<file path="src/rtl/npss_pkg.sv">
// Package for the nearest path segment search block: widths, constants, types.
// No dependencies.
package npss_pkg;
  localparam int CoordW    = 24;
  localparam int LookW     = 23;
  localparam int CountW    = 5;
  localparam int SlotW     = 4;
  localparam int IdxW      = 4;
  localparam int CfgIdxW   = 1;
  localparam int CfgDataW  = 23;
  localparam int DefMaxPoints = 16;
  localparam int DiffW     = 25;
  localparam int SqW       = 50;
  localparam int SumW      = 51;
  localparam int DistW     = 26;
  localparam int RatioW    = 32;

  localparam logic [CfgIdxW-1:0] CFG_LOOKAHEAD = 1'd0;
  localparam logic [CfgIdxW-1:0] CFG_POINTS    = 1'd1;
  localparam logic FUNC_LOAD  = 1'b0;
  localparam logic FUNC_QUERY = 1'b1;

  // Datapath commands from the controller.
  typedef struct packed {
    logic       load_pts;   // read both points of current segment
    logic       dist_start; // start one distance computation
    logic [1:0] dist_sel;   // 0 di, 1 dj, 2 dij
    logic       div_start;
    logic       clear_best;
    logic       update;     // compare ratio and maybe keep it
  } npss_cmd_t;

  typedef struct packed {
    logic dist_done;
    logic div_done;
    logic dij_zero;
  } npss_stat_t;

  localparam logic [1:0] SEL_DI  = 2'd0;
  localparam logic [1:0] SEL_DJ  = 2'd1;
  localparam logic [1:0] SEL_DIJ = 2'd2;
endpackage

</file>
<file path="src/rtl/npss_ctrl.sv">
// Controller for the segment search: sequences loads, distances, divides.
// Depends on npss_pkg.
module npss_ctrl #(
  parameter int MaxPoints = npss_pkg::DefMaxPoints,
  parameter int PtW = $clog2(MaxPoints)
) (
  input  logic                          clk,
  input  logic                          rst_n,
  input  logic                          start,
  input  logic [npss_pkg::CountW-1:0]   n_pts,
  input  npss_pkg::npss_stat_t          stat,
  output npss_pkg::npss_cmd_t           cmd,
  output logic [PtW-1:0]                seg_idx,
  output logic                          busy,
  output logic                          done
);
  import npss_pkg::*;

  localparam logic [2:0] S_IDLE = 3'd0;
  localparam logic [2:0] S_RD   = 3'd1;
  localparam logic [2:0] S_DIST = 3'd2;
  localparam logic [2:0] S_WAIT = 3'd3;
  localparam logic [2:0] S_DIV  = 3'd4;
  localparam logic [2:0] S_DIVW = 3'd5;
  localparam logic [2:0] S_NEXT = 3'd6;

  logic [2:0]     state_r, state_nxt;
  logic [1:0]     sel_r, sel_nxt;
  logic [PtW-1:0] idx_r, idx_nxt;
  logic [CountW:0] n_eff;
  logic            last_seg;

  assign n_eff = ({1'b0, n_pts} > (CountW+1)'(MaxPoints)) ?
                 (CountW+1)'(MaxPoints) : {1'b0, n_pts};
  assign last_seg = ((CountW+1)'(idx_r) + (CountW+1)'(2)) >= n_eff;
  assign seg_idx = idx_r;
  assign busy = (state_r != S_IDLE);

  always_comb begin
    state_nxt = state_r;
    sel_nxt = sel_r;
    idx_nxt = idx_r;
    cmd = '0;
    cmd.dist_sel = sel_r;
    done = 1'b0;
    case (state_r)
      S_IDLE: begin
        if (start) begin
          cmd.clear_best = 1'b1;
          idx_nxt = '0;
          if (n_eff < (CountW+1)'(2)) begin
            done = 1'b1;
          end else begin
            state_nxt = S_RD;
          end
        end
      end
      S_RD: begin
        cmd.load_pts = 1'b1;
        sel_nxt = SEL_DI;
        state_nxt = S_DIST;
      end
      S_DIST: begin
        cmd.dist_start = 1'b1;
        state_nxt = S_WAIT;
      end
      S_WAIT: begin
        if (stat.dist_done) begin
          if (sel_r == SEL_DIJ) begin
            state_nxt = S_DIV;
          end else begin
            sel_nxt = sel_r + 2'd1;
            state_nxt = S_DIST;
          end
        end
      end
      S_DIV: begin
        if (stat.dij_zero) begin
          state_nxt = S_NEXT;
        end else begin
          cmd.div_start = 1'b1;
          state_nxt = S_DIVW;
        end
      end
      S_DIVW: begin
        if (stat.div_done) begin
          cmd.update = 1'b1;
          state_nxt = S_NEXT;
        end
      end
      S_NEXT: begin
        if (last_seg) begin
          done = 1'b1;
          state_nxt = S_IDLE;
        end else begin
          idx_nxt = idx_r + PtW'(1);
          state_nxt = S_RD;
        end
      end
      default: state_nxt = S_IDLE;
    endcase
  end

  always_ff @(posedge clk) begin
    if (!rst_n) begin
      state_r <= S_IDLE;
      sel_r <= SEL_DI;
      idx_r <= '0;
    end else begin
      state_r <= state_nxt;
      sel_r <= sel_nxt;
      idx_r <= idx_nxt;
    end
  end
endmodule

</file>
<file path="config.mk">
export PLATFORM = sky130hd
export DESIGN_NAME = npss_ctrl
export DESIGN_NICKNAME = d
export VERILOG_FILES = /design/src/rtl/npss_pkg.sv /design/src/rtl/npss_ctrl.sv
export SDC_FILE = /design/constraint.sdc
export NUM_CORES = 1
export LEC_CHECK = 0
export BUFFER_PORTS_ARGS = -buffer_cell sky130_fd_sc_hd__buf_2
export CELL_PAD_IN_SITES_DETAIL_PLACEMENT = 1
export CELL_PAD_IN_SITES_GLOBAL_PLACEMENT = 1
export CORE_MARGIN = 1.5
export CORE_UTILIZATION = 30
export CTS_CLUSTER_DIAMETER = 60
export DETAILED_ROUTE_END_ITERATION = 10
export PLACE_DENSITY_LB_ADDON = 0.1
export SLEW_MARGIN = 10
export SYNTH_ARGS = -nofsm -noshare
export SYNTH_HDL_FRONTEND = slang
export SYNTH_SLANG_ARGS = --single-unit
</file>
<file path="constraint.sdc">
create_clock -name clk -period 2.05 [get_ports clk]
set_input_delay 0.41 -clock clk [delete_from_list [all_inputs] [get_ports clk]]
set_output_delay 0.41 -clock clk [all_outputs]
set_load 0.01 [all_outputs]
</file>
* After elaboration in Yosys (flattened, before gate mapping)
Cells that the tools add are included.
** Storage, ports and cells
- Input bits :: 11
- Logic and storage cells :: 56
- Register bits after elaboration :: 9
** Cells by class
- Add/subtract/negate cells :: 3
- Order comparisons :: 3
- Reduce and logical (&&, ||, !) cells :: 7
- Eq/ne operators :: 13
- Mux-type cells :: 27
** Operators with widths (count)
- 3-bit case mux with 7 select lines :: 1
- 3-bit 2-to-1 mux :: 5
- 1-bit 2-to-1 mux :: 12
- 2-bit != test, second input constant :: 6
- 3-bit == test, second input constant :: 3
- 4-bit 2-to-1 mux :: 2
- 4-bit case mux with 2 select lines :: 1
- 3-bit by 2-bit == test with 1-bit output, second input constant :: 2
- 2-bit 2-to-1 mux :: 3
- 3-bit AND reduction :: 2
- 4-bit by 2-bit adder with 5-bit output, second input constant :: 1
- 5-bit greater-or-equal comparator :: 1
- 5-bit > comparator, second input constant :: 1
- 5-bit by 2-bit less-than comparator with 1-bit output, second input constant :: 1
- 5-bit 2-to-1 mux :: 1
- 4-bit by 1-bit adder with 4-bit output, second input constant :: 1
- 2-bit case mux with 2 select lines :: 1
- 4-bit AND reduction :: 1
- 2-bit nonzero test :: 2
- 3-bit by 1-bit == test with 1-bit output, second input constant :: 1
- 3-bit logical NOT :: 1
- 3-bit nonzero test :: 1
- 2-bit by 1-bit adder with 2-bit output, second input constant :: 1
- 2-bit == test, second input constant :: 1
- 1-bit case mux with 2 select lines :: 1

* Depth between registers and ports, before layout
Gate-level depths: netlist (run 1).
- Depth after elaboration :: 6
- Mapped depth :: 8

* Worst setup path after synthesis (run 1)
OpenSTA, ideal clock, no wires.
- Path kind :: reg-to-reg
- Start :: register idx_r[1], in the netlist seg_idx[1]
- End :: register idx_r[3], in the netlist seg_idx[3]
- Slack :: -0.156 ns
- Required time :: 1.980 ns
- Buffers on the path :: 0
- Cell stages (with the launch flop) :: 9
- Period minus slack after synthesis :: 2.206 ns
- Arrival :: 2.136 ns
- Path through :: dfxtp_1 ha_1 xor2_1 ha_1 or2_1 a211o_1 o41a_1 or3_1 a21oi_1
** Between the ends
- Longest elaborated chain between the ends :: 4
** RTL lines
- start, declared :: RTL line npss_ctrl.sv:29 : logic [PtW-1:0] idx_r, idx_nxt;
- start signal, assigned :: RTL line npss_ctrl.sv:112 : idx_r <= idx_nxt;
- 4-bit by 2-bit adder with 5-bit output :: RTL line npss_ctrl.sv:35 : assign last_seg = ((CountW+1)'(idx_r) + (CountW+1)'(2)) >= n_eff;
- 5-bit greater-or-equal comparator :: RTL line npss_ctrl.sv:35
- 2-bit != test (no source line)
- 3-bit AND reduction (no source line)
Several ways; a longest one is shown, not always the timed one. The select of a mux whose other input is x is not followed.
A chain may end at the register's enable or synchronous reset.

* Worst setup path in the final report (run 1)
- Start :: register idx_r[1], in the netlist seg_idx[1]
- End :: output done
** Between the ends
- Longest elaborated chain between the ends :: 4
** RTL lines
- 4-bit by 2-bit adder with 5-bit output :: RTL line npss_ctrl.sv:35
- 5-bit greater-or-equal comparator :: RTL line npss_ctrl.sv:35
- 1-bit 2-to-1 mux :: RTL line npss_ctrl.sv:92 : if (last_seg) begin
- 1-bit case mux with 2 select lines :: RTL line npss_ctrl.sv:46 : case (state_r)
- end, declared :: RTL line npss_ctrl.sv:15 : output logic done
Every way passes these cells.

==> flow_summary.yaml, run 1 <==
global_route:
  grt_usage: 0.186
  busiest_layer: "met2"
  grt_max_degree: 15
  grt_pass1_wl_mm: 3.79
  overflow: 0
  antenna_found_initial: 0
  use_met1: 0.233
  grt.met3_usage: 0.0600
  grt_pass1_vias: 833
  grtUsageMet2: 0.325
sta:
  tightestPinTransition_ns: 0.239
  hold_viol: 0
  grt_setup_unrepaired: "yes"
  setup_slack_ns: -0.167
  setup_tns_ns: -0.354
  clock.fmax_ghz: 0.451
  setup_viol: 5
  min_period_ns: 2.22
  slew_headroom: 0.841
  clock_skew_ns: 0.00378
  drv_slew: 0
  hold_ws_ns: 0.459
  timing.final.crit_share: 1.08
cts:
  cts.clk_slew.worst_paths_ns: 0.07
  cts_sinks: 9
  hold_buffers: 0
  cts_buffers: 3
  clock_path_buffers: 2
  cts-root-buf: "clkbuf_4"
  htree_levels: 1
  cts_tree: "built"
  worstSkewPairLatency_ns: 0.27
yosys:
  yosys-top-cells-area: "dfxtp_1 (25%), ha_1 (14%), nand2_1 (6.2%), o21ai_0 (5.5%), a21oi_1 (4.8%)"
  yosysTopAreaCell: "dfxtp_1"
  ys_seq_area_frac: 0.248
  ys_warn_count: 0
  ys.flop_type: "dfxtp_1"
  syn-num-nets: 117
  syn-cell-area_um2: 726
  yosysMostFrequentCell: "nand2_1"
  synth_top_area_frac: 0.248
  ys_top_cells_by_count: "nand2_1 (12), dfxtp_1 (9), ha_1 (8), inv_1 (8), o21ai_0 (8)"
  synth_edf_count: 0
  avgSynthCellArea_um2: 7.41
  synth_cells: 98
  synthArstFlopShare: 0
  ys_seq_elements: 9
  synth_cell_types: 29
die:
  start_util: 0.322
  rows: 17
  pin_count: 24
  die_w_um: 52.2
  fp.coreArea_um2: 2250
  dieArea_um2: 2720
  die_h_um: 52.2
power:
  power_frac_comb: 0.313
  vdd.ir_drop.worst_mv: 0.329
  power.density_nw_per_um2: 457
  power_mw: 0.478
  netSwitchingFraction: 0.325
  p_switching_mw: 0.155
  seq_power_share: 0.385
  leakagePower_nw: 0.504
  internal-power_mw: 0.323
  p_clk_frac: 0.302
detailed_routing:
  first_pass_iters: 4
  ant_nets: 0
  wl_per_cell_um: 13.9
  wl_mm: 2.23
  drc: 0
  vias_per_cell: 5.11
  drt_iter0_drc: 7
  route.vias.total: 823
final_layout:
  fin_area_um2: 1050
  nets: 153
  diodes: 0
  fin_cells: 161
  finish.utilization: 0.464
  drive_gt1_frac: 0.376
  area_growth_syn_to_layout_pct: 44.1
  nFillCells: 304
setup_path:
  cp_slowest_cell: "dfxtp_4"
  critPathLaunch: "seg_idx[1]"
  crit_path_end_kind: "output port"
  path_depth: 8
  r2r_cells: 8
  cp_top_family: "adder cells"
  crit_path_cell_trace: "ha_4, ha_4, nand2_2, o21ai_2, a21o_1, a21oi_2, o22ai_1, buf_2"
  critPathKind: "reg -> out"
  crit_buf_inv: 1
  critical_path_required_ns: 1.64
  worstPathArrival_ns: 1.81
  rr_startpoint: "seg_idx[1]"
  setup.worst_path.start_class: "flop"
  critPathMaxFanout: 2
  critPathMaxStageDelay_ns: 0.35
  crit_top_cell: "ha_4"
place:
  place_area_um2: 953
  place_ws_ns: -0.180
  dp_hpwl_mm: 1.71
  gp_congestion: 0.759
  port_buffers: 23
  place_inst: 155
worst_hold_path:
  min_path_type: "in -> reg"
  holdPathStages: 2
  hp-start: "rst_n"
run_status:
  status: "complete, but fails checks"
  violations: "negative setup slack"
flow_run:
  maxCapViolations: 0
## state kept, by name, summed over array words and instances, names as in the netlist
signal   cells
seg_idx      4
sel_r        2
state_r      3
## final timing paths
check	slack, ns	to
min reg2reg	0.54	seg_idx[3]
max reg2reg	-0.09	seg_idx[2]
min	0.46	state_r[2]
max	-0.17	done
## worst register-to-register path: stages, from the launching register on
cell and delay (ns):
dfxtp_4 0.35, ha_4 0.16, xor2_1 0.14, ha_1 0.31
or2_1 0.22, a211o_1 0.25, o41a_1 0.17, or3_1 0.35
a21oi_2 0.13
## cell usage in the layout, fill, tap and decap left out, types with 3 or more instances in the layout
master / n
dfxtp_1: 7
o21ai_0: 5
inv_1: 8
a21oi_1: 4
ha_1: 5
nand2b_1: 4
clkbuf_4: 3
o22ai_1: 3
nor2_1: 3
nand2_1: 11
o21a_1: 3
buf_2: 23
nor2b_1: 4
buf_4: 11
and3_1: 4
o21ai_2: 3
nor3_1: 3
## area by class of cell
class | count | area, µm² | area share
tap | 28 | 35.0 | 0.0335
inverter | 8 | 30.0 | 0.0287
sequential | 9 | 185 | 0.177
clock buffer | 4 | 26.3 | 0.0251
timing repair buffer | 35 | 209 | 0.200
multi-input combinational | 77 | 561 | 0.536
## power groups by stage
stage	sequential, mW	clock, mW	combinational (mW)
finish	0.184	0.144	0.149
global placement	0.188	0	0.133
floorplan	0.191	0	0.0762
CTS	0.184	0.147	0.143
detailed placement	0.188	0	0.137
global route	0.185	0.159	0.167
## timing repair
action / 4_1_cts / 5_1_grt
resized for setup: 4 / 10
endpoints found under the hold margin: 0 / 0
setup endpoints to repair: 4 / 6
setup buffers: 2 / 1
pin swaps: 11 / 4
## metal layers
layer  vias to the layer above  part of all wire
met4                         0                 0
met2                        11              0.52
met5                         -                 0
met1                       398              0.45
met3                         0             0.031
li1                        414                 -
## cells by family (layout without fill, tap and decap cells)
family,count (synthesis),after routing,share of synthesized area
AND/OR/NAND/NOR,40,40,0.290
adder cells (fa/ha/maj),8,8,0.138
XOR/XNOR,1,1,0.0121
multiplexers,2,2,0.0276
AO/OA/AOI/OAI,26,26,0.222
buffers and inverters,12,47,0.0621
flip-flops,9,9,0.248
Power figures use the tool's default switching activity.
==> run 2, diff against run 1 <==
REMOVE_ABC_BUFFERS = 1   (was default)
==> flow_summary.yaml, run 2 (synthesis gave the netlist of run 1 again) <==
run_status:
  status: "complete, but fails checks"
  violations: "negative setup slack"
sta:
  clock.fmax_ghz: 0.448
  slew_headroom: 0.833
  grt_setup_unrepaired: "yes"
  hold_viol: 0
  setup_slack_ns: -0.184
  setup_viol: 5
  timing.final.crit_share: 1.09
  tightestPinTransition_ns: 0.248
  clock_skew_ns: 0.00219
  hold_ws_ns: 0.463
  drv_slew: 0
  min_period_ns: 2.23
die:
  die_w_um: 52.2
  rows: 17
  fp.coreArea_um2: 2250
  die_h_um: 52.2
  pin_count: 24
  start_util: 0.322
  dieArea_um2: 2720
detailed_routing:
  vias_per_cell: 4.92
  first_pass_iters: 1
  ant_nets: 0
  drc: 0
  wl_mm: 2.23
  wl_per_cell_um: 13.5
  route.vias.total: 812
  drt_iter0_drc: 0
cts:
  cts_sinks: 9
  clock_path_buffers: 2
  worstSkewPairLatency_ns: 0.27
  cts_tree: "built"
  cts-root-buf: "clkbuf_4"
  cts.clk_slew.worst_paths_ns: 0.07
  cts_buffers: 3
  htree_levels: 1
final_layout:
  largest_register_ffs: 4
  nFillCells: 301
  finish.utilization: 0.478
  nets: 157
  drive_gt1_frac: 0.387
  diodes: 0
  layout_commonest_cell: "buf_2"
  area_growth_syn_to_layout_pct: 48.4
  final_cell_mix: "buf_2 (23), buf_4 (13), nand2_1 (12)"
setup_path:
  setup.worst_path.start_class: "flop"
  r2r_slack_ns: -0.13
  critPathKind: "reg -> out"
  crit_path_end_kind: "output port"
  worstPathArrival_ns: 1.82
  critical_path_required_ns: 1.64
  critPathMaxFanout: 2
global_route:
  grt_pass1_wl_mm: 3.80
  antenna_found_initial: 0
  grt_usage: 0.195
  grt_max_degree: 15
  overflow: 0
  grt_pass1_vias: 854
power:
  power.density_nw_per_um2: 444
  leakagePower_nw: 0.525
  vdd.ir_drop.worst_mv: 0.225
place:
  port_buffers: 23
  dp_hpwl_mm: 1.65
  gp_congestion: 0.736
  place_ws_ns: -0.195
flow_run:
  maxCapViolations: 0
worst_hold_path:
  min_path_type: "in -> reg"
[run 2: worst paths after layout]
kind | startpoint | cells past startpoint | to
setup / recovery | seg_idx[2] | 8 | done
hold / removal | rst_n | 2 | state_r[2]
setup reg to reg | seg_idx[2] | 8 | seg_idx[3]
hold reg to reg | sel_r[1] | 3 | sel_r[1]
[run 2: final cells by class]
type | count | area [µm²] | area share
inverter | 8 | 30.0 | 0.0279
sequential | 9 | 183 | 0.170
multi-input combinational | 77 | 557 | 0.517
timing repair buffer | 39 | 246 | 0.229
tap | 28 | 35.0 | 0.0325
clock buffer | 4 | 26.3 | 0.0244
[run 2: metal layers]
metal,part of all wire,global-route usage
met1,0.44,0.223
met2,0.49,0.342
met3,0.043,0.0686
met4,0.017,0.0556
met5,0,0
[run 2: what timing repair did]
item | CTS | global route
setup endpoints to repair | 6 | 6
endpoints found under the hold margin | 0 | 0
hold buffers | 0 | 0
cloned | 0 | 0
pin swaps | 12 | 9
buffers inserted | 3 | 1
resized for setup | 13 | 5
[run 2: worst max-delay path: stages (launching register included)]
cell     delay (ns)
dfxtp_2        0.34
ha_4           0.16
xor2_1         0.14
ha_1           0.30
buf_6          0.12
a21o_1         0.17
a21oi_2        0.11
o22ai_1        0.07
buf_2          0.14
[run 2: power breakdown]
group	leakage, nW	internal [mW]	total (mW)	switching, mW
registers	0.0742	0.182	0.186	0.00386
logic	0.436	0.0666	0.146	0.0798
clock network	0.0150	0.0754	0.146	0.0705
[run 2: metrics by stage]
stage,power (mW),cell area [µm²],cells,setup TNS (ns)
after floorplan,0.263,711,94,-0.363
after global placement,0.324,958,158,-0.676
after detailed placement,0.325,958,158,-0.871
after CTS,0.482,1050,164,-0.483
after global routing,0.509,1080,165,-0.859
final,0.478,1080,165,-0.405
