### config.mk
export PLATFORM = sky130hd
export DESIGN_NAME = npss_dp
export DESIGN_NICKNAME = d
export VERILOG_FILES = /design/src/rtl/npss_pkg.sv /design/src/rtl/npss_dp.sv
export SDC_FILE = /design/constraint.sdc
export NUM_CORES = 2
export LEC_CHECK = 0
export ABC_CLOCK_PERIOD_IN_PS = 13200
export BUFFER_PORTS_ARGS = -buffer_cell sky130_fd_sc_hd__buf_2
export CORE_MARGIN = 2
export CORE_UTILIZATION = 30
export CTS_CLUSTER_DIAMETER = 200
export DETAILED_ROUTE_END_ITERATION = 7
export HOLD_SLACK_MARGIN = 0.08
export MAX_ROUTING_LAYER = met4
export PLACE_DENSITY_LB_ADDON = 0.3
export SLEW_MARGIN = 10
export SYNTH_ARGS = -nofsm -noshare
export SYNTH_HDL_FRONTEND = slang
export SYNTH_SLANG_ARGS = --single-unit
export TNS_END_PERCENT = 10
### constraint.sdc
create_clock -name clk -period 13.2 [get_ports clk]
set_clock_uncertainty 0.2 [all_clocks]
set_input_delay 2.64 -clock clk [delete_from_list [all_inputs] [get_ports clk]]
set_output_delay 2.64 -clock clk [all_outputs]
set_load 0.01 [all_outputs]
### src/rtl/npss_pkg.sv
// Package for the nearest path segment search block: widths, constants, types.
// No dependencies.
package npss_pkg;
  localparam int CoordW    = 24;
  localparam int LookW     = 23;
  localparam int CountW    = 5;
  localparam int SlotW     = 4;
  localparam int IdxW      = 4;
  localparam int CfgIdxW   = 1;
  localparam int CfgDataW  = 23;
  localparam int DefMaxPoints = 16;
  localparam int DiffW     = 25;
  localparam int SqW       = 50;
  localparam int SumW      = 51;
  localparam int DistW     = 26;
  localparam int RatioW    = 32;

  localparam logic [CfgIdxW-1:0] CFG_LOOKAHEAD = 1'd0;
  localparam logic [CfgIdxW-1:0] CFG_POINTS    = 1'd1;
  localparam logic FUNC_LOAD  = 1'b0;
  localparam logic FUNC_QUERY = 1'b1;

  // Datapath commands from the controller.
  typedef struct packed {
    logic       load_pts;   // read both points of current segment
    logic       dist_start; // start one distance computation
    logic [1:0] dist_sel;   // 0 di, 1 dj, 2 dij
    logic       div_start;
    logic       clear_best;
    logic       update;     // compare ratio and maybe keep it
  } npss_cmd_t;

  typedef struct packed {
    logic dist_done;
    logic div_done;
    logic dij_zero;
  } npss_stat_t;

  localparam logic [1:0] SEL_DI  = 2'd0;
  localparam logic [1:0] SEL_DJ  = 2'd1;
  localparam logic [1:0] SEL_DIJ = 2'd2;
endpackage

### src/rtl/npss_dp.sv
// Datapath: waypoint memory, squared distance, serial square root and divider.
// Depends on npss_pkg.
module npss_dp #(
  parameter int MaxPoints = npss_pkg::DefMaxPoints,
  parameter int PtW = $clog2(MaxPoints)
) (
  input  logic                         clk,
  input  logic                         rst_n,
  input  logic                         wr_en,
  input  logic [npss_pkg::SlotW-1:0]   wr_slot,
  input  logic [npss_pkg::CoordW-1:0]  wr_x,
  input  logic [npss_pkg::CoordW-1:0]  wr_y,
  input  logic                         q_start,
  input  logic [npss_pkg::CoordW-1:0]  q_x,
  input  logic [npss_pkg::CoordW-1:0]  q_y,
  input  logic [npss_pkg::LookW-1:0]   lookahead,
  input  logic [npss_pkg::CountW-1:0]  n_pts,
  input  npss_pkg::npss_cmd_t          cmd,
  input  logic [PtW-1:0]               seg_idx,
  output npss_pkg::npss_stat_t         stat,
  output logic [npss_pkg::IdxW-1:0]    goal,
  output logic                         found
);
  import npss_pkg::*;

  localparam int SqrtSteps = SumW / 2 + 1; // 26 result bits
  localparam int DivSteps  = RatioW + 10;  // quotient bits kept, then saturate
  localparam int NumW      = DistW + 1 + 16;
  localparam int StW       = $clog2(DivSteps + 1);

  logic [CoordW-1:0] mem_x [MaxPoints];
  logic [CoordW-1:0] mem_y [MaxPoints];
  logic [CoordW-1:0] ax_r, ay_r, bx_r, by_r, rx_r, ry_r;
  logic [PtW-1:0]    rd_a, rd_b;
  logic [PtW-1:0]    end_r;
  logic              dist_done_r, div_done_r;

  // Waypoint memory, written by loads; two reads of the segment ends
  assign rd_a = seg_idx;
  assign rd_b = seg_idx + PtW'(1);
  always_ff @(posedge clk) begin
    if (wr_en && ({1'b0, wr_slot} < (SlotW+1)'(MaxPoints))) begin
      mem_x[PtW'(wr_slot)] <= wr_x;
      mem_y[PtW'(wr_slot)] <= wr_y;
    end
    if (cmd.load_pts) begin
      ax_r <= mem_x[rd_a];
      ay_r <= mem_y[rd_a];
      bx_r <= mem_x[rd_b];
      by_r <= mem_y[rd_b];
      end_r <= rd_b;
    end
    if (q_start) begin
      rx_r <= q_x;
      ry_r <= q_y;
    end
  end

  // Operand pick and absolute differences, combinational; squared in the sqrt block.
  logic signed [CoordW-1:0] p0x, p0y, p1x, p1y;
  logic signed [DiffW-1:0]  dx, dy;
  logic [DiffW-1:0]         ux, uy;
  always_comb begin
    p0x = ax_r; p0y = ay_r; p1x = rx_r; p1y = ry_r;
    case (cmd.dist_sel)
      SEL_DI:  begin p0x = ax_r; p0y = ay_r; end
      SEL_DJ:  begin p0x = bx_r; p0y = by_r; end
      SEL_DIJ: begin p0x = ax_r; p0y = ay_r; p1x = bx_r; p1y = by_r; end
      default: begin p0x = ax_r; p0y = ay_r; end
    endcase
    dx = DiffW'(p0x) - DiffW'(p1x);
    dy = DiffW'(p0y) - DiffW'(p1y);
    ux = dx[DiffW-1] ? DiffW'(-dx) : DiffW'(dx);
    uy = dy[DiffW-1] ? DiffW'(-dy) : DiffW'(dy);
  end

  // Square root: two sequential squaring steps, a sum step, then one result bit a cycle
  logic [2:0]          sq_ph_r;
  logic [SqW-1:0]      sqx_r, sqy_r;
  logic [SumW+1:0]     rem_r;
  logic [DistW-1:0]    root_r;
  logic [SumW+1:0]     rad_r;
  logic [5:0]          scnt_r;
  logic                sq_busy_r;
  logic [SumW+1:0]     trial;
  logic [DistW-1:0]    di_r, dj_r, dij_r;

  assign trial = {rem_r[SumW-1:0], rad_r[SumW+1:SumW]} -
                 (SumW+2)'({root_r, 2'b01});

  always_ff @(posedge clk) begin
    if (!rst_n) begin
      sq_busy_r <= 1'b0;
      sq_ph_r <= '0;
      dist_done_r <= 1'b0;
    end else begin
      dist_done_r <= 1'b0;
      if (cmd.dist_start) begin
        sq_busy_r <= 1'b1;
        sq_ph_r <= 3'd1;
        sqx_r <= SqW'(ux) * SqW'(ux);
      end else if (sq_busy_r) begin
        if (sq_ph_r == 3'd1) begin
          sqy_r <= SqW'(uy) * SqW'(uy);
          sq_ph_r <= 3'd2;
        end else if (sq_ph_r == 3'd2) begin
          // shift by one so the bit pairs line up on even positions
          rad_r <= ((SumW+2)'(sqx_r) + (SumW+2)'(sqy_r)) << 1;
          rem_r <= '0;
          root_r <= '0;
          scnt_r <= 6'(SqrtSteps);
          sq_ph_r <= 3'd3;
        end else begin
          rad_r <= {rad_r[SumW-1:0], 2'b00};
          if (!trial[SumW+1]) begin
            rem_r <= trial;
            root_r <= {root_r[DistW-2:0], 1'b1};
          end else begin
            rem_r <= {rem_r[SumW-1:0], rad_r[SumW+1:SumW]};
            root_r <= {root_r[DistW-2:0], 1'b0};
          end
          scnt_r <= scnt_r - 6'd1;
          if (scnt_r == 6'd1) begin
            sq_busy_r <= 1'b0;
            dist_done_r <= 1'b1;
          end
        end
      end
    end
  end

  logic [DistW-1:0] root_fin;
  assign root_fin = trial[SumW+1] ? {root_r[DistW-2:0], 1'b0}
                                  : {root_r[DistW-2:0], 1'b1};
  always_ff @(posedge clk) begin
    if (sq_busy_r && sq_ph_r == 3'd3 && scnt_r == 6'd1) begin
      case (cmd.dist_sel)
        SEL_DI:  di_r <= root_fin;
        SEL_DJ:  dj_r <= root_fin;
        default: dij_r <= root_fin;
      endcase
    end
  end

  // Restoring divider: numerator << 16 over dij, one quotient bit a cycle
  logic [NumW-1:0]  dnum_r;
  logic [DistW:0]   drem_r;
  logic [DivSteps-1:0] quo_r;
  logic [StW-1:0]   dcnt_r;
  logic             dv_busy_r;
  logic [DistW:0]   dsum;
  logic [DistW+1:0] dtry;
  assign dsum = (DistW+1)'(di_r) + (DistW+1)'(dj_r);
  assign dtry = {drem_r, dnum_r[NumW-1]} - (DistW+2)'(dij_r);

  always_ff @(posedge clk) begin
    if (!rst_n) begin
      dv_busy_r <= 1'b0;
      div_done_r <= 1'b0;
    end else begin
      div_done_r <= 1'b0;
      if (cmd.div_start) begin
        dv_busy_r <= 1'b1;
        dnum_r <= (dsum > (DistW+1)'(dij_r)) ?
                  {dsum - (DistW+1)'(dij_r), 16'd0} : '0;
        drem_r <= '0;
        quo_r <= '0;
        dcnt_r <= StW'(NumW);
      end else if (dv_busy_r) begin
        dnum_r <= {dnum_r[NumW-2:0], 1'b0};
        if (!dtry[DistW+1]) begin
          drem_r <= dtry[DistW:0];
          quo_r <= {quo_r[DivSteps-2:0], 1'b1};
        end else begin
          drem_r <= {drem_r[DistW-1:0], dnum_r[NumW-1]};
          quo_r <= {quo_r[DivSteps-2:0], 1'b0};
        end
        dcnt_r <= dcnt_r - StW'(1);
        if (dcnt_r == StW'(1)) begin
          dv_busy_r <= 1'b0;
          div_done_r <= 1'b1;
        end
      end
    end
  end

  // Status back to the controller
  assign stat = '{dist_done: dist_done_r, div_done: div_done_r,
                  dij_zero: (dij_r == '0)};

  // Best ratio tracking
  logic [RatioW-1:0] ratio, best_r;
  logic              have_r;
  logic [IdxW-1:0]   best_end_r;
  logic [CountW:0]   n_eff;
  assign ratio = (|quo_r[DivSteps-1:RatioW]) ? '1 : quo_r[RatioW-1:0];
  assign n_eff = ({1'b0, n_pts} > (CountW+1)'(MaxPoints)) ?
                 (CountW+1)'(MaxPoints) : {1'b0, n_pts};

  always_ff @(posedge clk) begin
    if (!rst_n) begin
      have_r <= 1'b0;
    end else if (cmd.clear_best) begin
      have_r <= 1'b0;
    end else if (cmd.update && (!have_r || ratio < best_r)) begin
      have_r <= 1'b1;
      best_r <= ratio;
      if ((dj_r < DistW'(lookahead)) &&
          ((CountW+1)'(end_r) < n_eff - (CountW+1)'(1)))
        best_end_r <= IdxW'(end_r + PtW'(1));
      else
        best_end_r <= IdxW'(end_r);
    end
  end

  // A query that finishes at its start cycle sees the winner already cleared
  always_comb begin
    if (n_eff == '0) begin
      goal = '0;
      found = 1'b0;
    end else if (!have_r || cmd.clear_best) begin
      goal = IdxW'(n_eff - (CountW+1)'(1));
      found = 1'b0;
    end else begin
      goal = best_end_r;
      found = 1'b1;
    end
  end
endmodule

## After elaboration in Yosys (flattened, before gate mapping)

Memory sizes are Yosys's and may differ from the RTL's. A register that Yosys moved wholly into a read port is not among the register bits.
Cells that the tools add are included.

| storage, ports and cells | value |
|---|---|
| flip-flop bits (word level) | 528 |
| memory bits (writable) | 768 |
| bits of input ports | 143 |
| memories kept | 2 |

| cells by class | value |
|---|---|
| add/subtract/negate cells | 14 |
| $mul | 2 |
| order comparisons | 5 |
| eq/ne operators | 7 |
| multiplexer cells | 40 |
| bitwise operators | 7 |
| reductions and logical operators | 30 |

Memory list:

| memory | words | width | read ports | clocked after Yosys merged registers in | write ports | line | RTL |
|---|---|---|---|---|---|---|---|
| mem_x | 16 | 24 | 2 | 2 | 1 | npss_dp.sv:31 | `logic [CoordW-1:0] mem_x [MaxPoints];` |
| mem_y | 16 | 24 | 2 | 2 | 1 | npss_dp.sv:32 | `logic [CoordW-1:0] mem_y [MaxPoints];` |

Operators by type and width:

| cell | count |
|---|---|
| 43-bit two-way mux | 3 |
| 25-bit by 25-bit multiplier with 50-bit output | 2 |
| 24-bit two-way mux | 4 |
| 27-bit two-way mux | 2 |
| 53-bit two-way mux | 1 |
| 53-bit by 28-bit subtractor with 53-bit output | 1 |
| 50-bit by 50-bit adder with 51-bit output | 1 |
| 51-bit two-way mux | 1 |
| 25-bit two-way mux | 2 |
| 25-bit negator | 2 |
| 24-bit by 24-bit subtractor with 25-bit output | 2 |
| 42-bit two-way mux | 1 |
| 32-bit < comparator | 1 |
| 32-bit two-way mux | 1 |
| 28-bit by 26-bit subtractor with 28-bit output | 1 |
| 26-bit by 26-bit adder with 27-bit output | 1 |
| 27-bit by 26-bit > comparator with 1-bit output | 1 |
| 27-bit by 26-bit subtractor with 27-bit output | 1 |
| 26-bit zero test | 1 |
| 26-bit by 23-bit < comparator with 1-bit output | 1 |
| 1-bit two-way mux | 18 |
| 2-bit AND reduction | 7 |
| 6-bit by 1-bit == test with 1-bit output, second input constant | 2 |
| 4-bit two-way mux | 3 |
| other kinds (26) | 45 |

## Longest topological paths before layout

| logic depth | value |
|---|---|
| word-level depth | 6 |
| depth in mapped cells | 46 |

## Worst setup path after synthesis

Ideal clock, no wire load.

| timing path | value |
|---|---|
| path type | input to register |
| start | in cmd[3] (netlist name) |
| end | reg sqy_r[45], data pin |
| library setup time | 261 ps |
| data arrival time | 13549 ps |
| data required time | 12739 ps |
| slack | -810 ps |
| stages on the path | 42 |
| path buffers | 3 |
| cells stage by stage | nor2b_1 -> buf_1 -> buf_1 -> mux2i_1 -> ha_1 -> inv_1 -> fa_1 -> a211oi_1 -> nor2_1 -> xor2_1 -> or2_2 -> nor3_1 -> nand3_1 -> nor4b_2 -> a31oi_1 -> xor2_1 -> clkbuf_1 -> nand2_1 -> [... 6 more ...] -> inv_1 -> fa_1 -> inv_1 -> fa_1 -> inv_1 -> fa_1 -> ha_1 -> a21o_1 -> a21o_1 -> a21oi_1 -> o21ai_0 -> a211oi_1 -> a21oi_1 -> o21a_1 -> a21oi_1 -> nor2_1 -> or4b_2 -> o311a_1 |

| between the ends | value |
|---|---|
| word-level cells in the longest chain between the ends | 6 |
| elaborated cells between the ends (all ways) | 8 |

RTL lines:

| element | line | RTL |
|---|---|---|
| start, declared | npss_dp.sv:18 | `input npss_pkg::npss_cmd_t cmd,` |
| 2-bit by 1-bit == test with 1-bit output or 2-bit == test (tied branches) | npss_dp.sv:65 | `case (cmd.dist_sel)` |
| 24-bit two-way mux | npss_dp.sv:65 |  |
| 24-bit by 24-bit subtractor with 25-bit output (*) | npss_dp.sv:72 | `dy = DiffW'(p0y) - DiffW'(p1y);` |
| 25-bit negator | npss_dp.sv:74 | `uy = dy[DiffW-1] ? DiffW'(-dy) : DiffW'(dy);` |
| 25-bit two-way mux (*) | npss_dp.sv:74 |  |
| 25-bit by 25-bit multiplier with 50-bit output (*) | npss_dp.sv:104 | `sqy_r <= SqW'(uy) * SqW'(uy);` |
| end signal, assigned | npss_dp.sv:104 |  |
| end, declared | npss_dp.sv:79 | `logic [SqW-1:0] sqx_r, sqy_r;` |

Mark *: on every way between the ends. The rest lies on a longest branch, timed or not.
A chain may end at the register's enable or synchronous reset.

## Final worst setup path

| timing path | value |
|---|---|
| start | in cmd[3] (netlist name) |
| end | reg sqx_r[48], data pin |

| between the ends | value |
|---|---|
| word-level cells in the longest chain between the ends | 6 |
| elaborated cells between the ends (all ways) | 8 |

RTL lines:

| element | line | RTL |
|---|---|---|
| 2-bit by 1-bit == test with 1-bit output or 2-bit == test (tied branches) | npss_dp.sv:65 |  |
| 24-bit two-way mux | npss_dp.sv:65 |  |
| 24-bit by 24-bit subtractor with 25-bit output (*) | npss_dp.sv:71 | `dx = DiffW'(p0x) - DiffW'(p1x);` |
| 25-bit negator | npss_dp.sv:73 | `ux = dx[DiffW-1] ? DiffW'(-dx) : DiffW'(dx);` |
| 25-bit two-way mux (*) | npss_dp.sv:73 |  |
| 25-bit by 25-bit multiplier with 50-bit output (*) | npss_dp.sv:101 | `sqx_r <= SqW'(ux) * SqW'(ux);` |
| end signal, assigned | npss_dp.sv:101 |  |
| end, declared | npss_dp.sv:79 |  |

Marked as above.

==> out/results.md <==
Placed design
- number of placed cells counting well taps: 13920
- DP Worst Slack: -0.8946 ns
- number of port buffers: 150
- placed standard-cell area: 117800 sq um
- Placer Congestion: 0.9108
- HPWL Detailed: 210.1 mm

Clocking
- number of buffers created by CTS: 157
- worst-skew pair later-pin latency: 0.85 ns
- clock tree from TritonCTS: done
- cell chosen for the clock root: clkbuf_16
- Hold Buf Count CTS: 0
- depth of the CTS H-tree: 4
- clock sinks: 1372
- maximum clock insertion buffer count: 4
- Clk pin slew, worst setup/hold paths: 0.06 ns

Synthesis
- Area contributors post-synth: edfxtp_1, fa_1, mux4_2, ha_1, inv_1
- sequential element share of the synthesized area: 39.46%
- Synth Warn #: 0
- number of enable flip-flop cells after synthesis: 1365
- Unique masters post-synth: 104
- post-synthesis share of cell area spent on and, or, nand and nor gates: 8.444%
- per-instance average area after synthesis: 12.28 sq um
- most area-hungry cell type in the Yosys netlist: edfxtp_1
- number of synthesized register bits: 1372
- fraction of registers with async set or reset after synthesis: 0%
- Mapped Area: 104200 sq um
- post-synthesis compound-gate area fraction: 6.213%
- area share of the leading cell type in the synthesized netlist: 39.32%
- most used flip-flop cell after synthesis: edfxtp_1
- multiplexer share of the synthesized area: 11.07%
- largest family of logic cells by synthesized area: adder cells
- XOR/XNOR Fraction of Synth Area: 3.074%
- gate count of the mapped netlist: 8485
- Adder-Cell Fraction of Synth Area: 25.61%

Global route
- global route overflow: 0
- global-route usage over all layers: 16.50%
- maximum number of pins on one net before global-route repair: 105
- antenna violations before repair: 27
- global-route wire length before repair: 438.1 mm
- vias in the first global route: 73220

Layout
- Filler Cells Inserted: 33860
- most common cell after layout, fill and taps aside: edfxtp_1
- final std cells w/o fill: 14220
- leading cell types in the layout, fill and taps excluded: edfxtp_1, inv_1, buf_4
- share of final-layout standard cells stronger than drive strength 1: 21.80%
- area growth from synthesis to layout: 18.32%
- number of nets in the finished design: 11220
- final standard cell area without fillers: 123300 sq um

Outcome
- status: completed

Setup path
- Register-to-Register Path Depth: 41
- Worst R2R End: sqx_r[48]$_DFFE_PP_
- crit end category: flip-flop
- Worst Setup Path Type: input port to flip-flop
- Critical Path Fanout Max: 13
- Reg-to-Reg Start: bx_r[0]$_DFFE_PP_
- reg2reg setup slack: 2.31 ns
- Worst path most repeated cell: fa_1
- data arrival at the endpoint of the critical path: 13.11 ns
- highest-delay cell along the critical path: fa_1
- largest stage delay on the critical path: 0.62 ns
- required time at the worst-slack endpoint: 13.49 ns
- Critical Path Start Type: input port

Floorplanning
- area of the placeable core: 345900 sq um
- number of placed I/O pins: 151
- standard-cell row count: 216
- chip width: 593.5 um
- overall die area: 352200 sq um
- initial standard-cell utilization of the core: 30.13%
- die height: 593.5 um

Timing
- final critical-path share of the clock period: 97.12%
- highest attainable clock frequency: 0.07800 GHz
- worst setup slack after layout: 0.3799 ns
- Total Negative Setup Slacks: 0 ns
- Slew Viols, Final: 0
- setup repair after global routing missed its margin: yes
- transition time of the tightest slew-check pin: 1.071 ns
- count of endpoints failing setup in the final report: 0
- Fin. Hold Viols: 0
- clock period minus worst slack: 12.82 ns
- Slew headroom: 28.61%

Worst hold path
- Worst Hold Class: flip-flop to flip-flop
- hold_sp: root_r[12]$_SDFFCE_PP0P_
- worst hold path endpoint: dj_r[13]$_DFFE_PP_
- WHS Path Cells: 0

Flow run
- maxcap violations: 0

Detailed routing
- routed wire length per instance: 20.02 um
- number of DRC markers in iteration 0: 5174
- number of search-and-repair iterations in the first detailed-routing pass: 5
- number of nets with antenna violations after detailed routing: 0
- final wirelength: 284.7 mm
- vias per cell: 4.849
- vias: 68970
- DRC: 0

[layer usage]
| metal | wire (um) | global-route usage [%] | share of wire (%) | up-vias |
|---|---|---|---|---|
| met5 | 0 | - | 0 | - |
| met4 | 5821 | 3.307 | 2.0 | 0 |
| met3 | 15880 | 2.168 | 5.6 | 347 |
| met2 | 137500 | 27.00 | 48 | 1782 |
| met1 | 125600 | 21.97 | 44 | 35390 |
| li1 | - | - | - | 31450 |
[registers in the layout, summed over array words and instances (netlist names), 27 cells and up]
register  flops
quo_r        42
rem_r        51
dnum_r       27
mem_x       384
rad_r        52
sqx_r        49
sqy_r        49
drem_r       27
best_r       32
mem_y       384
[area by class of cell]
class	instances	area [sq um]	area share [%]
Multi-Input combinational cell	5462	57570	46.68
Sequential cell	1372	41130	33.35
Timing Repair Buffer	1145	8752	7.096
Tap cell	4578	5728	4.644
Inverter	1368	5144	4.170
Clock buffer	188	4179	3.388
Clock inverter	86	770.7	0.6249
Antenna cell	24	60.06	0.04869
[synthesized netlist by cell type, types with 26 or more instances]
| cell type | n |
|---|---|
| buf_1 | 59 |
| nor2b_1 | 90 |
| edfxtp_1 | 1365 |
| nand2b_1 | 66 |
| mux4_2 | 432 |
| and3_1 | 78 |
| a21oi_1 | 282 |
| nor4_1 | 29 |
| o21bai_1 | 45 |
| o21a_1 | 46 |
| buf_2 | 26 |
| nor2_1 | 602 |
| inv_1 | 1354 |
| nand4_1 | 42 |
| fa_1 | 941 |
| nor3_1 | 65 |
| clkbuf_1 | 225 |
| o21ai_0 | 133 |
| xnor2_1 | 231 |
| or3_1 | 34 |
| or2_2 | 51 |
| xor2_1 | 118 |
| mux2i_1 | 75 |
| nand3_1 | 72 |
| nand2_1 | 686 |
| a21o_1 | 201 |
| a31oi_1 | 82 |
| ha_1 | 628 |
| o22ai_1 | 30 |
| a211oi_1 | 27 |
| mux2_2 | 94 |
[worst max-delay path by stage]
stage | from | endpoint | depth (start not counted)
after floorplan | cmd[3] | sqy_r[45]$_DFFE_PP_ | 43
after global placement | cmd[3] | sqx_r[49]$_DFFE_PP_ | 46
after detailed placement | cmd[3] | sqx_r[49]$_DFFE_PP_ | 43
after CTS | cmd[3] | sqx_r[49]$_DFFE_PP_ | 43
after global routing | cmd[3] | sqy_r[46]$_DFFE_PP_ | 44
final | cmd[3] | sqx_r[48]$_DFFE_PP_ | 45
[logic make-up after synthesis]
group           after synthesis
xor+xnor                    357
mux                         601
compound gates              992
buf+inv                    1685
flops                      1372
other cells                   2
simple gates               1907
fa+ha+maj                  1569
[critical path: cells and delay by family]
kind                     cells  cell delay [ns]
adder cells (fa/ha/maj)      9             4.44
AO/OA/AOI/OAI               11             2.21
buffers and inverters       14             1.68
AND/OR/NAND/NOR              8             1.50
multiplexers                 1             0.33
XOR/XNOR                     2             0.26
[what timing repair did]
item,CTS,global route
buffers inserted,0,9
endpoints found under the hold margin,0,0
setup endpoints to repair,2,28
resized for setup,2,87
pin swaps,3,29
[metrics by stage]
step | utilization [%] | hold slack (ns)
finish | 35.65 | 0.2984
global route | 35.65 | 0.3150
floorplan | - | 0.2613
global placement | 34.06 | 0.2865
CTS | 35.49 | 0.3023
detailed placement | 34.06 | 0.2948
Power is not shown: default switching activity piles up to over one toggle a cycle in this logic, so the estimate is an artifact.
